$ cat src/sv/sdd_pkg.sv
// Package for the speed dip event detector.
// Holds the field widths, the sample period, the register indexes and reset values.
// Used by the channel interfaces and by the top level.
package sdd_pkg;

  localparam int unsigned SAMPLE_PERIOD = 3;
  localparam int unsigned PHASE_W = $clog2(SAMPLE_PERIOD + 1);

  localparam int unsigned VEL_W = 16;
  localparam int unsigned MAG_W = 15;
  localparam int unsigned SUM_W = 16;
  localparam int unsigned TOTAL_W = 8;
  localparam int unsigned EVENTS_W = 2;
  localparam int unsigned CFG_IDX_W = 2;
  localparam int unsigned CFG_DATA_W = 16;

  typedef logic signed [VEL_W-1:0] velocity_t;
  typedef logic [MAG_W-1:0] mag_t;
  typedef logic [SUM_W-1:0] sum_t;
  typedef logic [TOTAL_W-1:0] total_t;
  typedef logic [EVENTS_W-1:0] events_t;
  typedef logic [CFG_IDX_W-1:0] cfg_idx_t;
  typedef logic [CFG_DATA_W-1:0] cfg_data_t;
  typedef logic [PHASE_W-1:0] phase_t;

  localparam cfg_idx_t CFG_SINGLE_LOW = 2'd0;
  localparam cfg_idx_t CFG_DOUBLE_LOW = 2'd1;
  localparam cfg_idx_t CFG_UPPER_LIMIT = 2'd2;

  localparam cfg_data_t SINGLE_LOW_RST = 16'd110;
  localparam cfg_data_t DOUBLE_LOW_RST = 16'd170;
  localparam cfg_data_t UPPER_LIMIT_RST = 16'd400;

  localparam events_t EVENTS_NONE = 2'd0;
  localparam events_t EVENTS_ONE = 2'd1;
  localparam events_t EVENTS_TWO = 2'd2;

endpackage

$ cat src/sv/sdd_if.sv
// Valid/ready channel interfaces for the speed dip event detector.
// Sample input, result output and configuration write channels.
// Depends on sdd_pkg.
interface sdd_in_if;
  import sdd_pkg::*;
  logic valid;
  logic ready;
  velocity_t velocity;
  modport source (output valid, output velocity, input ready);
  modport sink (input valid, input velocity, output ready);
endinterface

interface sdd_out_if;
  import sdd_pkg::*;
  logic valid;
  logic ready;
  events_t events;
  total_t event_total;
  logic sampled;
  modport source (output valid, output events, output event_total, output sampled,
                  input ready);
  modport sink (input valid, input events, input event_total, input sampled,
                output ready);
endinterface

interface sdd_cfg_if;
  import sdd_pkg::*;
  logic valid;
  logic ready;
  cfg_idx_t index;
  cfg_data_t data;
  modport source (output valid, output index, output data, input ready);
  modport sink (input valid, input index, input data, output ready);
endinterface

$ cat src/sv/speed_dip_event_detector_top.sv
// Top level of the speed dip event detector.
// Depends on sdd_pkg and the channel interfaces in sdd_if.sv.
//
//   channel  direction  payload                          ready
//   in_i     sink       velocity                         low while a result stalls
//   out_o    source     events, event_total, sampled     from the consumer
//   cfg_i    sink       index, data                      always high
//
// One sample is taken per cycle while the result register can take it; its result
// is registered in the output register and shown from the next cycle.
// The single result register sets this rate: a new sample is taken whenever
// that register is empty or is being read in the same cycle.
// Reset loads the threshold reset values and clears phase, last speed, drop sum, total and output valid.
module speed_dip_event_detector_top (
  input  logic clk_i,
  input  logic rst_ni,
  sdd_in_if.sink    in_i,
  sdd_out_if.source out_o,
  sdd_cfg_if.sink   cfg_i
);
  import sdd_pkg::*;

  cfg_data_t single_low_q, double_low_q, upper_limit_q;
  phase_t phase_q, phase_d;
  mag_t last_speed_q, last_speed_d;
  sum_t drop_sum_q, drop_sum_d;
  total_t total_q, total_d;

  logic out_valid_q;
  events_t events_q, events_d;
  total_t out_total_q;
  logic sampled_q, sampled_d;

  logic in_fire, out_fire;
  mag_t speed;
  logic [VEL_W-1:0] neg_vel;
  logic [SUM_W:0] sum_wide;

  assign out_fire = out_valid_q && out_o.ready;
  assign in_i.ready = !out_valid_q || out_o.ready;
  assign in_fire = in_i.valid && in_i.ready;
  assign cfg_i.ready = 1'b1;

  assign out_o.valid = out_valid_q;
  assign out_o.events = events_q;
  assign out_o.event_total = out_total_q;
  assign out_o.sampled = sampled_q;

  always_comb begin
    neg_vel = ~in_i.velocity + 1'b1;
    if (in_i.velocity[VEL_W-1]) begin
      if (neg_vel[VEL_W-1]) begin
        speed = '1;
      end else begin
        speed = neg_vel[MAG_W-1:0];
      end
    end else begin
      speed = in_i.velocity[MAG_W-1:0];
    end

    sum_wide = {1'b0, drop_sum_q} + {{(SUM_W + 1 - MAG_W){1'b0}}, last_speed_q - speed};

    phase_d = phase_q + 1'b1;
    last_speed_d = last_speed_q;
    drop_sum_d = drop_sum_q;
    total_d = total_q;
    events_d = EVENTS_NONE;
    sampled_d = 1'b0;

    if (phase_q >= PHASE_W'(SAMPLE_PERIOD)) begin
      sampled_d = 1'b1;
      phase_d = PHASE_W'(1);
      last_speed_d = speed;
      if (speed < last_speed_q) begin
        drop_sum_d = sum_wide[SUM_W] ? '1 : sum_wide[SUM_W-1:0];
      end else begin
        if (drop_sum_q > single_low_q && drop_sum_q < double_low_q) begin
          events_d = EVENTS_ONE;
        end else if (drop_sum_q >= double_low_q && drop_sum_q < upper_limit_q) begin
          events_d = EVENTS_TWO;
        end
        drop_sum_d = '0;
        total_d = total_q + {{(TOTAL_W - EVENTS_W){1'b0}}, events_d};
      end
    end
  end

  always_ff @(posedge clk_i or negedge rst_ni) begin
    if (!rst_ni) begin
      single_low_q <= SINGLE_LOW_RST;
      double_low_q <= DOUBLE_LOW_RST;
      upper_limit_q <= UPPER_LIMIT_RST;
    end else if (cfg_i.valid) begin
      case (cfg_i.index)
        CFG_SINGLE_LOW: single_low_q <= cfg_i.data;
        CFG_DOUBLE_LOW: double_low_q <= cfg_i.data;
        CFG_UPPER_LIMIT: upper_limit_q <= cfg_i.data;
        default: ;
      endcase
    end
  end

  always_ff @(posedge clk_i or negedge rst_ni) begin
    if (!rst_ni) begin
      phase_q <= '0;
      last_speed_q <= '0;
      drop_sum_q <= '0;
      total_q <= '0;
      out_valid_q <= 1'b0;
    end else begin
      if (in_fire) begin
        phase_q <= phase_d;
        last_speed_q <= last_speed_d;
        drop_sum_q <= drop_sum_d;
        total_q <= total_d;
        out_valid_q <= 1'b1;
      end else if (out_fire) begin
        out_valid_q <= 1'b0;
      end
    end
  end

  always_ff @(posedge clk_i) begin
    if (in_fire) begin
      events_q <= events_d;
      out_total_q <= total_d;
      sampled_q <= sampled_d;
    end
  end

  a_phase_range: assert property (@(posedge clk_i) disable iff (!rst_ni)
    phase_q <= PHASE_W'(SAMPLE_PERIOD))
    else $error("Sample phase exceeded the sample period.");

  a_total_only_on_accept: assert property (@(posedge clk_i) disable iff (!rst_ni)
    !in_fire |=> $stable(total_q))
    else $error("Event total changed without an accepted transaction.");

  a_unsampled_no_events: assert property (@(posedge clk_i) disable iff (!rst_ni)
    out_valid_q && !sampled_q |-> events_q == EVENTS_NONE)
    else $error("Events reported on a sample that was not evaluated.");

  a_out_total_matches: assert property (@(posedge clk_i) disable iff (!rst_ni)
    out_valid_q |-> out_total_q == total_q)
    else $error("Result total differs from the running total.");

  a_sum_cleared_on_rise: assert property (@(posedge clk_i) disable iff (!rst_ni)
    in_fire && sampled_d && !(speed < last_speed_q) |=> drop_sum_q == '0)
    else $error("Drop sum not cleared after classification.");

endmodule

$ cat src/flat_wrapper.sv
// flat-port wrapper written by rule: the top's interface ports become plain ports
module speed_dip_event_detector_top_flat import sdd_pkg::*;
  (clk_i, rst_ni, in_i_valid, in_i_velocity, in_i_ready, out_o_valid, out_o_events, out_o_event_total, out_o_sampled, out_o_ready, cfg_i_valid, cfg_i_index, cfg_i_data, cfg_i_ready);
  sdd_in_if in_i_i ();
  sdd_out_if out_o_i ();
  sdd_cfg_if cfg_i_i ();
  input  logic clk_i;
  input  logic rst_ni;
  input wire logic [$bits(in_i_i.valid)-1:0] in_i_valid;
  input wire logic [$bits(in_i_i.velocity)-1:0] in_i_velocity;
  output wire logic [$bits(in_i_i.ready)-1:0] in_i_ready;
  output wire logic [$bits(out_o_i.valid)-1:0] out_o_valid;
  output wire logic [$bits(out_o_i.events)-1:0] out_o_events;
  output wire logic [$bits(out_o_i.event_total)-1:0] out_o_event_total;
  output wire logic [$bits(out_o_i.sampled)-1:0] out_o_sampled;
  input wire logic [$bits(out_o_i.ready)-1:0] out_o_ready;
  input wire logic [$bits(cfg_i_i.valid)-1:0] cfg_i_valid;
  input wire logic [$bits(cfg_i_i.index)-1:0] cfg_i_index;
  input wire logic [$bits(cfg_i_i.data)-1:0] cfg_i_data;
  output wire logic [$bits(cfg_i_i.ready)-1:0] cfg_i_ready;
  assign in_i_i.valid = in_i_valid;
  assign in_i_i.velocity = in_i_velocity;
  assign in_i_ready = in_i_i.ready;
  assign out_o_valid = out_o_i.valid;
  assign out_o_events = out_o_i.events;
  assign out_o_event_total = out_o_i.event_total;
  assign out_o_sampled = out_o_i.sampled;
  assign out_o_i.ready = out_o_ready;
  assign cfg_i_i.valid = cfg_i_valid;
  assign cfg_i_i.index = cfg_i_index;
  assign cfg_i_i.data = cfg_i_data;
  assign cfg_i_ready = cfg_i_i.ready;
  speed_dip_event_detector_top u_core (.clk_i(clk_i), .rst_ni(rst_ni), .in_i(in_i_i), .out_o(out_o_i), .cfg_i(cfg_i_i));
endmodule
$ cat config.mk
export PLATFORM = sky130hd
export DESIGN_NAME = speed_dip_event_detector_top_flat
export DESIGN_NICKNAME = d
export VERILOG_FILES = /design/src/sv/sdd_pkg.sv /design/src/sv/sdd_if.sv /design/src/sv/speed_dip_event_detector_top.sv /design/src/flat_wrapper.sv
export SDC_FILE = /design/constraint.sdc
export NUM_CORES = 1
export LEC_CHECK = 0
export BUFFER_PORTS_ARGS = -buffer_cell sky130_fd_sc_hd__buf_2
export CAP_MARGIN = 20
export CORE_UTILIZATION = 55
export DETAILED_ROUTE_END_ITERATION = 10
export PLACE_DENSITY = 0.74
export RECOVER_POWER = 50
export SLEW_MARGIN = 20
export SYNTH_ARGS = -nofsm -noshare
export SYNTH_HDL_FRONTEND = slang
export SYNTH_SLANG_ARGS = --single-unit
$ cat constraint.sdc
create_clock -name clk_i -period 7.7 [get_ports clk_i]
set_clock_uncertainty 0.2 [all_clocks]
set_input_delay 0.385 -clock clk_i [delete_from_list [all_inputs] [get_ports clk_i]]
set_output_delay 0.385 -clock clk_i [all_outputs]
set_load 0.05 [all_outputs]
==> flow_metrics.env, run 1 <==
export IMPL_cp_data_arrival_time_ns=5.95
export IMPL_crit_top_cell="o21ai_0"
export IMPL_grt_max_degree=53
export IMPL_cp_slowest_stage_delay_ns=0.41
export IMPL_slew_limit_headroom=-0.470
export IMPL_grt_total_usage=0.241
export IMPL_r2r_worst_path_cells=19
export IMPL_yosysWarnings=0
export IMPL_core_area_um2=12700
export IMPL_clk_pin_slew_ns=0.07
export IMPL_r2r_slack_ns=2.66
export IMPL_postCtsSetupRepairBufs=0
export IMPL_grt_overflow_total=0
export IMPL_rsz0062_at_grt="no"
export IMPL_synth_top_area_frac=0.272
export IMPL_status="finished, violations left"
export IMPL_diodes=0
export IMPL_dp_hpwl_mm=11.3
export IMPL_power_total_uw=2570
export IMPL_synthesis_nets=856
export IMPL_grt_use_met1=0.299
export IMPL_leakage_uw=0.00391
export IMPL_start_util=0.567
export IMPL_synth_seq_cells=101
export IMPL_clock_path_buffers=2
export IMPL_period_needed_ns=5.91
export IMPL_synth_commonest_cells="dfrtp_1 (78), ha_1 (78), nand2_1 (68)"
export IMPL_cp_max_fo=20
export IMPL_async_flop_share=0.891
export IMPL_power_density_nw_per_um2=328
export IMPL_met3_usage=0.0457
export IMPL_power_frac_seq=0.304
export IMPL_met2_usage=0.412
export IMPL_antenna_found_initial=0
export IMPL_hold_violations=0
export IMPL_clkLatencyLatePin_ns=0.36
export IMPL_synth_edf_count=11
export IMPL_tightestPinTransition_ns=2.20
export IMPL_cts_tree="done"
export IMPL_ir_drop_mv=0.130
export IMPL_grt_pass1_wl_mm=25.5
export IMPL_yosys_cell_types_count=78
export IMPL_wl_per_cell_um=15.3
export IMPL_ant_nets=0
export IMPL_synth_avg_cell_area_um2=9.76
export IMPL_yosys_area_top_type="dfrtp_1"
export IMPL_dieArea_um2=13500
export IMPL_routed_wl_mm=14.7
export IMPL_start_kind="input port"
export IMPL_hold_depth=2
export IMPL_cts_made_buffers=9
export IMPL_cts_root_buf="clkbuf_16"
export IMPL_internal_power_uw=1530
export IMPL_finalSetupTns_ns=0
export IMPL_slew_viol_final=40
export IMPL_maxCapViolations=1
export IMPL_drive_gt1_frac=0.170
export IMPL_min_to="u_core.out_o.valid"
export IMPL_drc=0
export IMPL_worstPathCellList="buf_2, nor3b_1, nand3_2, nor2_1, o22ai_1, ha_1, a21o_1, o221ai_2, a32oi_1, o31ai_1, o211ai_1, maj3_1, a21oi_1, o21ai_0, o31ai_1, ha_1, o21ai_0, o21ai_0, o41ai_1, o21ai_0, a21o_1, nand2_1, o21ai_0, a22o_1"
export IMPL_fmax_mhz=169
export IMPL_p_switching_uw=1050
export IMPL_crit_path_top_delay_cell="maj3_1"
export IMPL_port_buffers=51
export IMPL_die_w_um=116
export IMPL_end_kind="flip-flop"
export IMPL_clkPwrFrac=0.179
export IMPL_timing_final_crit_share=0.767
export IMPL_first_pass_iters=4
export IMPL_syn_inst=736
export IMPL_rr_endpoint="u_core.drop_sum_q[4]"
export IMPL_viasPerCell=5.64
export IMPL_synthFlopType="dfrtp_1"
export IMPL_final_util=0.620
export IMPL_min_delay_start="in_i_valid"
export IMPL_critical_path_class="input port to flip-flop"
export IMPL_ctsHtreeMaxLevel=3
export IMPL_hp_class="input port to flip-flop"
export IMPL_synth_area_top_cells="dfrtp_1 (27%), ha_1 (14%), mux2_2 (5.3%), edfxtp_1 (4.6%), dfstp_2 (4.4%)"
export IMPL_num_vias=5416
export IMPL_switching_share=0.407
export IMPL_rows=41
export IMPL_cts_sinks=101
export IMPL_place_congestion=0.870
export IMPL_finalSetupViolCount=0
export IMPL_nets=903
export IMPL_r2r_start="u_core.last_speed_q[1]"
export IMPL_drt_iter0_drc=315
export IMPL_grt_pass1_vias=5535
export IMPL_boundaryPins=53
export IMPL_synth_cell_area_um2=7190
export IMPL_area_growth_pct=9.32
export IMPL_die_h_um=116
export IMPL_combPwrFrac=0.518
export IMPL_cp_data_required_time_ns=7.74
export IMPL_failed_checks="capacitance limit, slew limit"
export IMPL_yosysSeqAreaShare=0.361
export IMPL_grt_busiest_layer="met2"
==> power by group through the flow <==
stage	clock network [uW]	registers, uW	logic [uW]
after detailed placement	0	788	1330
after global routing	490	801	1520
after CTS	468	780	1340
after global placement	0	781	1270
after floorplan	0	773	1070
final	460	781	1330
==> worst max-delay path by stage <==
stage / startpoint / end / slack (ns)
finish: in_i_velocity[15] / u_core.drop_sum_q[4] / 1.79
global placement: in_i_velocity[15] / u_core.drop_sum_q[4] / 1.71
CTS: in_i_velocity[15] / u_core.drop_sum_q[4] / 1.84
detailed placement: in_i_velocity[15] / u_core.drop_sum_q[4] / 1.48
floorplan: in_i_velocity[3] / u_core.drop_sum_q[10] / 2.12
global route: in_i_velocity[15] / u_core.drop_sum_q[4] / 0.94
==> final cells by class <==
| type | count | area (um^2) |
|---|---|---|
| Tap cell | 172 | 215 |
| Inverter | 62 | 233 |
| Timing Repair Buffer | 56 | 272 |
| Sequential cell | 101 | 2600 |
| Fill cell | 1154 | 4820 |
| Multi-Input combinational cell | 553 | 4240 |
| Clock inverter | 4 | 47.5 |
| Clock buffer | 12 | 246 |
==> metal layers <==
metal / wire length, um / up-vias
li1: - / 2701
met5: 0 / -
met4: 355 / 0
met3: 474 / 26
met1: 6680 / 2611
met2: 7210 / 78
==> per-stage QoR <==
stage / instances / setup WS (ns) / hold WS, ns / area (um^2)
floorplan: 736 / 2.12 / -0.111 / 7190
global route: 960 / 0.939 / 0.0519 / 7860
CTS: 960 / 1.84 / 0.0436 / 7890
global placement: 943 / 1.71 / 0.187 / 7580
finish: 960 / 1.79 / 0.0506 / 7860
detailed placement: 943 / 1.48 / 0.198 / 7580
==> registers in the layout (all words and copies together) (netlist names) <==
register and flops:
u_core.double_low_q 16, u_core.drop_sum_q 16, u_core.single_low_q 16, u_core.upper_limit_q 16, u_core.last_speed_q 15, u_core.out_o.event_total 8, u_core.total_q 8, u_core.out_o.events 2
u_core.phase_q 2, u_core.out_o.sampled 1, u_core.out_o.valid 1
==> repair_timing <==
action	4_1_cts	5_1_grt
resized for setup	0	0
hold buffers	1	0
endpoints found under the hold margin	33	0
==> kinds of logic (layout without fill, tap and decap cells) <==
logic type               after synthesis  in the layout  share of synthesized area
multiplexers                          38             38                     0.0602
adder cells (fa/ha/maj)               83             83                      0.147
flip-flops                           101            101                      0.361
XOR/XNOR                              48             48                     0.0585
AND/OR/NAND/NOR                      210            210                      0.156
other                                  1              1                   0.000522
buffers and inverters                 82            134                     0.0479
AO/OA/AOI/OAI                        173            173                      0.168
==> worst max-delay path: cells and delay by family <==
| family | cells | cell delay, ns |
|---|---|---|
| and+or+nand+nor | 4 | 1.07 |
| adders and majority gates | 3 | 1.10 |
| buffers and inverters | 1 | 0.29 |
| AOI/OAI and AO/OA | 16 | 3.10 |
==> placed cells by master (no fill, tap or decap), drive strengths merged, types with 15 or more instances in the layout <==
master,n
ha,78
dfrtp,78
nand2,72
inv,62
o21ai,49
nor2,42
buf,38
mux2,36
a21o,34
xnor2,32
clkbuf,29
a21oi,23
nand3,17
xor2,16
a22o,15
Power figures use the tool's default switching activity.
==> run 2: changes to the inputs <==
==> constraint.sdc (replaced) <==
create_clock -name clk_i -period 5.9 [get_ports clk_i]
set_clock_uncertainty 0.2 [all_clocks]
set_input_delay 0.295 -clock clk_i [delete_from_list [all_inputs] [get_ports clk_i]]
set_output_delay 0.295 -clock clk_i [all_outputs]
set_load 0.05 [all_outputs]
==> flow_metrics.env, run 2 (synthesis gave the netlist of run 1 again) <==
export IMPL_port_buffers=51
export IMPL_nets=920
export IMPL_end_kind="flip-flop"
export IMPL_status="finished, violations left"
export IMPL_cts_tree="done"
export IMPL_period_needed_ns=5.36
export IMPL_cts_root_buf="clkbuf_16"
export IMPL_drc=0
export IMPL_finalSetupViolCount=0
export IMPL_rsz0062_at_grt="no"
export IMPL_grt_use_met1=0.283
export IMPL_finalWorstSetupSlack_ns=0.539
export IMPL_tightestPinTransition_ns=2.12
export IMPL_drt_iter0_drc=243
export IMPL_viasPerCell=5.55
export IMPL_start_kind="input port"
export IMPL_cp_data_required_time_ns=5.95
export IMPL_dpl_worst_slack_ns=-0.0893
export IMPL_grt_pass1_vias=5449
export IMPL_dieArea_um2=13500
export IMPL_grt_max_degree=53
export IMPL_failed_checks="capacitance limit, slew limit"
export IMPL_layout_common_cells="ha_1 (78), dfrtp_1 (78), nand2_1 (67), inv_1 (62), o21ai_0 (49)"
export IMPL_rr_endpoint="u_core.drop_sum_q[4]"
export IMPL_leakage_uw=0.00400
export IMPL_finalSetupTns_ns=0
export IMPL_timing_final_crit_share=0.909
export IMPL_diodes=0
export IMPL_grt_pass1_wl_mm=25.2
export IMPL_met2_usage=0.434
export IMPL_clkLatencyLatePin_ns=0.36
export IMPL_drive_gt1_frac=0.173
export IMPL_power_density_nw_per_um2=424
export IMPL_slew_limit_headroom=-0.413
export IMPL_boundaryPins=53
export IMPL_critical_path_class="input port to flip-flop"
export IMPL_core_area_um2=12700
export IMPL_postCtsSetupRepairBufs=0
export IMPL_grt_total_usage=0.241
export IMPL_hold_violations=0
export IMPL_hp_class="input port to flip-flop"
export IMPL_ir_drop_mv=0.221
export IMPL_routed_wl_mm=15.0
export IMPL_final_util=0.635
export IMPL_clock_path_buffers=2
export IMPL_fin_hold_ws_ns=0.0101
export IMPL_cp_data_arrival_time_ns=5.41
export IMPL_rows=41
export IMPL_die_h_um=116
export IMPL_grt_overflow_total=0
export IMPL_slew_viol_final=40
export IMPL_r2r_start="u_core.last_speed_q[1]"
export IMPL_first_pass_iters=4
export IMPL_place_congestion=0.847
export IMPL_wl_per_cell_um=15.4
export IMPL_start_util=0.567
export IMPL_ant_nets=0
export IMPL_maxCapViolations=1
export IMPL_ctsHtreeMaxLevel=3
export IMPL_met3_usage=0.0343
export IMPL_fmax_mhz=187
export IMPL_clk_pin_slew_ns=0.07
export IMPL_num_vias=5422
export IMPL_min_to="u_core.single_low_q[5]"
export IMPL_stdcell_area_um2=8050
export IMPL_antenna_found_initial=0
export IMPL_cts_sinks=101
export IMPL_dp_hpwl_mm=11.3
export IMPL_hold_depth=3
export IMPL_area_growth_pct=12.0
export IMPL_r2r_worst_path_cells=19
export IMPL_cts_made_buffers=9
export IMPL_dpl_cell_area_um2=7600
export IMPL_cp_max_fo=15
export IMPL_r2r_slack_ns=1.13
export IMPL_grt_busiest_layer="met2"
export IMPL_die_w_um=116
export IMPL_min_delay_start="cfg_i_data[5]"
## run 2: how the worst max path moves through the flow
stage / cells past startpoint / startpoint / endpoint
floorplan: 26 / in_i_velocity[3] / u_core.drop_sum_q[10]
global placement: 24 / in_i_velocity[5] / u_core.drop_sum_q[4]
detailed placement: 24 / in_i_velocity[3] / u_core.drop_sum_q[4]
CTS: 24 / in_i_velocity[3] / u_core.drop_sum_q[4]
global route: 24 / in_i_velocity[3] / u_core.drop_sum_q[4]
finish: 24 / in_i_velocity[3] / u_core.drop_sum_q[4]
## run 2: through the flow
step,power (uW),instances
2_1_floorplan,2400,736
5_1_grt,3710,977
4_1_cts,3410,977
6_report,3410,977
3_3_place_gp,2680,946
3_5_place_dp,2760,946
## run 2: routing by layer
metal / part of all wire / wire length (um)
met5: 0 / 0
met4: 0.019 / 290
met1: 0.45 / 6830
met2: 0.50 / 7570
met3: 0.023 / 351
## run 2: area by class of cell
type | instances | area (um^2)
multi-input combinational | 553 | 4250
tap | 172 | 215
sequential | 101 | 2600
fill | 1081 | 4620
clock buffer | 9 | 225
inverter | 62 | 233
clock inverter | 7 | 88.8
timing repair buffer | 73 | 433
## run 2: what timing repair did
| action | in CTS | in global routing |
|---|---|---|
| hold buffers | 15 | 0 |
| setup endpoints to repair | 0 | 15 |
| gates resized for setup | 0 | 2 |
| hold endpoints to repair | 56 | 0 |
## run 2: worst max-delay path: stages
cell and delay (ns):
buf_2 0.17, nor4_4 0.32, nand2_2 0.15, nor2_1 0.19, o22ai_1 0.20, ha_1 0.35, a21o_1 0.19, o221ai_2 0.07
a32oi_1 0.16, o31ai_1 0.36, o211ai_1 0.29, maj3_1 0.40, a21oi_1 0.17, o21ai_0 0.10, o31ai_1 0.07, ha_1 0.31
nand3_1 0.11, o21ai_0 0.11, o41ai_2 0.30, o21ai_0 0.27, a21o_1 0.24, nand2_2 0.21, o21ai_0 0.13, a22o_1 0.21
## run 2: where the power goes
group          internal [uW]  switching, uW  total [uW]
sequential               874            147        1020
clock                    370            268         638
combinational            789            965        1750
total                   2030           1380        3410
==> run 3: changes to the inputs <==
--- a/config.mk
+++ b/config.mk
@@ -7,6 +7,7 @@
 export LEC_CHECK = 0
 export BUFFER_PORTS_ARGS = -buffer_cell sky130_fd_sc_hd__buf_2
 export CAP_MARGIN = 20
+export CORE_MARGIN = 5
 export CORE_UTILIZATION = 55
 export DETAILED_ROUTE_END_ITERATION = 10
 export PLACE_DENSITY = 0.74
==> flow_metrics.env, run 3 (synthesis gave the netlist of run 1 again) <==
export IMPL_die_w_um=124
export IMPL_grt_pass1_vias=5647
export IMPL_dpl_worst_slack_ns=-0.0711
export IMPL_clkLatencyLatePin_ns=0.35
export IMPL_slew_viol_final=35
export IMPL_internal_power_uw=2120
export IMPL_grt_pass1_wl_mm=26.5
export IMPL_tightestPinTransition_ns=1.76
export IMPL_cp_slowest_stage_delay_ns=0.41
export IMPL_drt_iter0_drc=210
export IMPL_rr_endpoint="u_core.drop_sum_q[4]"
export IMPL_combPwrFrac=0.504
export IMPL_status="finished, violations left"
export IMPL_clkPwrFrac=0.204
export IMPL_drive_gt1_frac=0.173
export IMPL_worstPathCellList="buf_2, nor4_4, nand2_2, nor2_1, o22ai_1, ha_1, a21o_1, o221ai_2, a32oi_1, o311ai_0, o211ai_1, maj3_1, a21oi_1, o21ai_0, o31ai_1, ha_1, o21ai_0, o21ai_0, o41ai_2, o21ai_0, a21o_1, nand2_2, o21ai_0, a22o_1"
export IMPL_slew_limit_headroom=-0.171
export IMPL_hold_depth=3
export IMPL_start_kind="input port"
export IMPL_finalWorstSetupSlack_ns=0.499
export IMPL_routed_wl_mm=15.2
export IMPL_area_growth_pct=12.6
export IMPL_boundaryPins=53
export IMPL_fmax_mhz=185
export IMPL_fin_hold_ws_ns=0.0140
export IMPL_grt_max_degree=58
export IMPL_core_area_um2=12700
export IMPL_ir_drop_mv=0.205
export IMPL_hp_class="input port to flip-flop"
export IMPL_cts_made_buffers=9
export IMPL_layout_common_cells="ha_1 (78), dfrtp_1 (78), nand2_1 (67), inv_1 (62), o21ai_0 (49)"
export IMPL_p_switching_uw=1380
export IMPL_clock_path_buffers=2
export IMPL_min_to="u_core.single_low_q[11]"
export IMPL_power_density_nw_per_um2=432
export IMPL_end_kind="flip-flop"
export IMPL_first_pass_iters=5
export IMPL_critical_path_top_delay_family="compound AO/OA/AOI/OAI gates"
export IMPL_maxCapViolations=1
export IMPL_critical_path_class="input port to flip-flop"
export IMPL_nets=920
export IMPL_r2r_worst_path_cells=19
export IMPL_cp_data_required_time_ns=5.95
export IMPL_dp_hpwl_mm=11.7
export IMPL_hold_violations=0
export IMPL_switching_share=0.394
export IMPL_wl_per_cell_um=15.6
export IMPL_period_needed_ns=5.40
export IMPL_drc=0
export IMPL_failed_checks="capacitance limit, slew limit"
export IMPL_finalSetupViolCount=0
export IMPL_leakage_uw=0.00402
export IMPL_rows=41
export IMPL_clk_pin_slew_ns=0.07
export IMPL_crit_top_cell="o21ai_0"
export IMPL_antenna_found_initial=0
export IMPL_stdcell_count=977
export IMPL_postCtsSetupRepairBufs=0
export IMPL_place_inst=946
export IMPL_cts_sinks=101
export IMPL_min_delay_start="cfg_i_data[11]"
export IMPL_die_h_um=124
export IMPL_crit_buf_inv=1
export IMPL_r2r_slack_ns=1.10
export IMPL_r2r_start="u_core.last_speed_q[1]"
export IMPL_port_buffers=51
export IMPL_rsz0062_at_grt="no"
export IMPL_cp_data_arrival_time_ns=5.45
export IMPL_viasPerCell=5.60
export IMPL_grt_total_usage=0.206
export IMPL_cts_root_buf="clkbuf_16"
export IMPL_timing_final_crit_share=0.916
export IMPL_dieArea_um2=15500
export IMPL_ctsHtreeMaxLevel=3
export IMPL_cts_tree="done"
export IMPL_grt_overflow_total=0
export IMPL_diodes=0
export IMPL_crit_path_top_delay_cell="maj3_1"
export IMPL_cp_max_fo=15
export IMPL_power_frac_seq=0.292
export IMPL_ant_nets=0
export IMPL_start_util=0.565
export IMPL_place_congestion=0.942
export IMPL_num_vias=5470
[run 3: power by group through the flow]
stage          sequential, uW  combinational, uW  clock [uW]
2_1_floorplan            1010               1390           0
3_3_place_gp             1020               1660           0
3_5_place_dp             1030               1740           0
4_1_cts                  1020               1760         729
5_1_grt                  1040               2010         760
6_report                 1020               1760         715
[run 3: stage by stage]
stage	power (uW)	setup TNS [ns]	util	area [um^2]
floorplan	2400	0	-	7190
global placement	2680	0	0.598	7600
detailed placement	2770	-0.159	0.598	7600
CTS	3510	0	0.638	8120
global route	3810	0	0.636	8090
finish	3500	0	0.636	8090
[run 3: layer usage]
layer,vias up,track usage,routed length (um)
met5,-,0,0
li1,2743,-,-
met2,95,0.364,7700
met3,17,0.0399,490
met1,2615,0.249,6770
met4,0,0.0741,273
[run 3: worst max-delay path by stage]
| stage | slack (ns) | cells past startpoint | end | startpoint |
|---|---|---|---|---|
| 5_1_grt | 0.04 | 24 | u_core.drop_sum_q[4] | in_i_velocity[3] |
| 3_5_place_dp | -0.07 | 24 | u_core.drop_sum_q[4] | in_i_velocity[3] |
| 4_1_cts | 0.29 | 24 | u_core.drop_sum_q[4] | in_i_velocity[3] |
| 2_1_floorplan | 0.41 | 26 | u_core.drop_sum_q[10] | in_i_velocity[3] |
| 6_report | 0.50 | 24 | u_core.drop_sum_q[4] | in_i_velocity[3] |
| 3_3_place_gp | 0.17 | 24 | u_core.drop_sum_q[4] | in_i_velocity[5] |
[run 3: worst register-to-register path, cell delays in order, from the launching register on]
cell and delay (ns):
dfrtp_1 0.43, ha_1 0.31, a21o_1 0.20, o221ai_2 0.07
a32oi_1 0.16, o311ai_0 0.37, o211ai_1 0.31, maj3_1 0.41
a21oi_1 0.17, o21ai_0 0.10, o31ai_1 0.08, ha_1 0.33
o21ai_0 0.09, o21ai_0 0.16, o41ai_2 0.29, o21ai_0 0.24
a21o_1 0.24, nand2_2 0.21, o21ai_0 0.13, a22o_1 0.20
[run 3: timing repair]
item / 4_1_cts / 5_1_grt
endpoints found under the setup margin: 0 / 15
hold buffers: 15 / 0
gates resized for setup: 0 / 2
hold endpoints to repair: 49 / 0
[run 3: area by class of cell]
type                    instances  area [um^2]
repair buffers                 73          432
well taps                     172          215
flip-flops and latches        101         2600
clock inverters                 7          138
fillers                      1075         4630
inverters                      62          233
multi-input cells             553         4250
clock buffers                   9          225
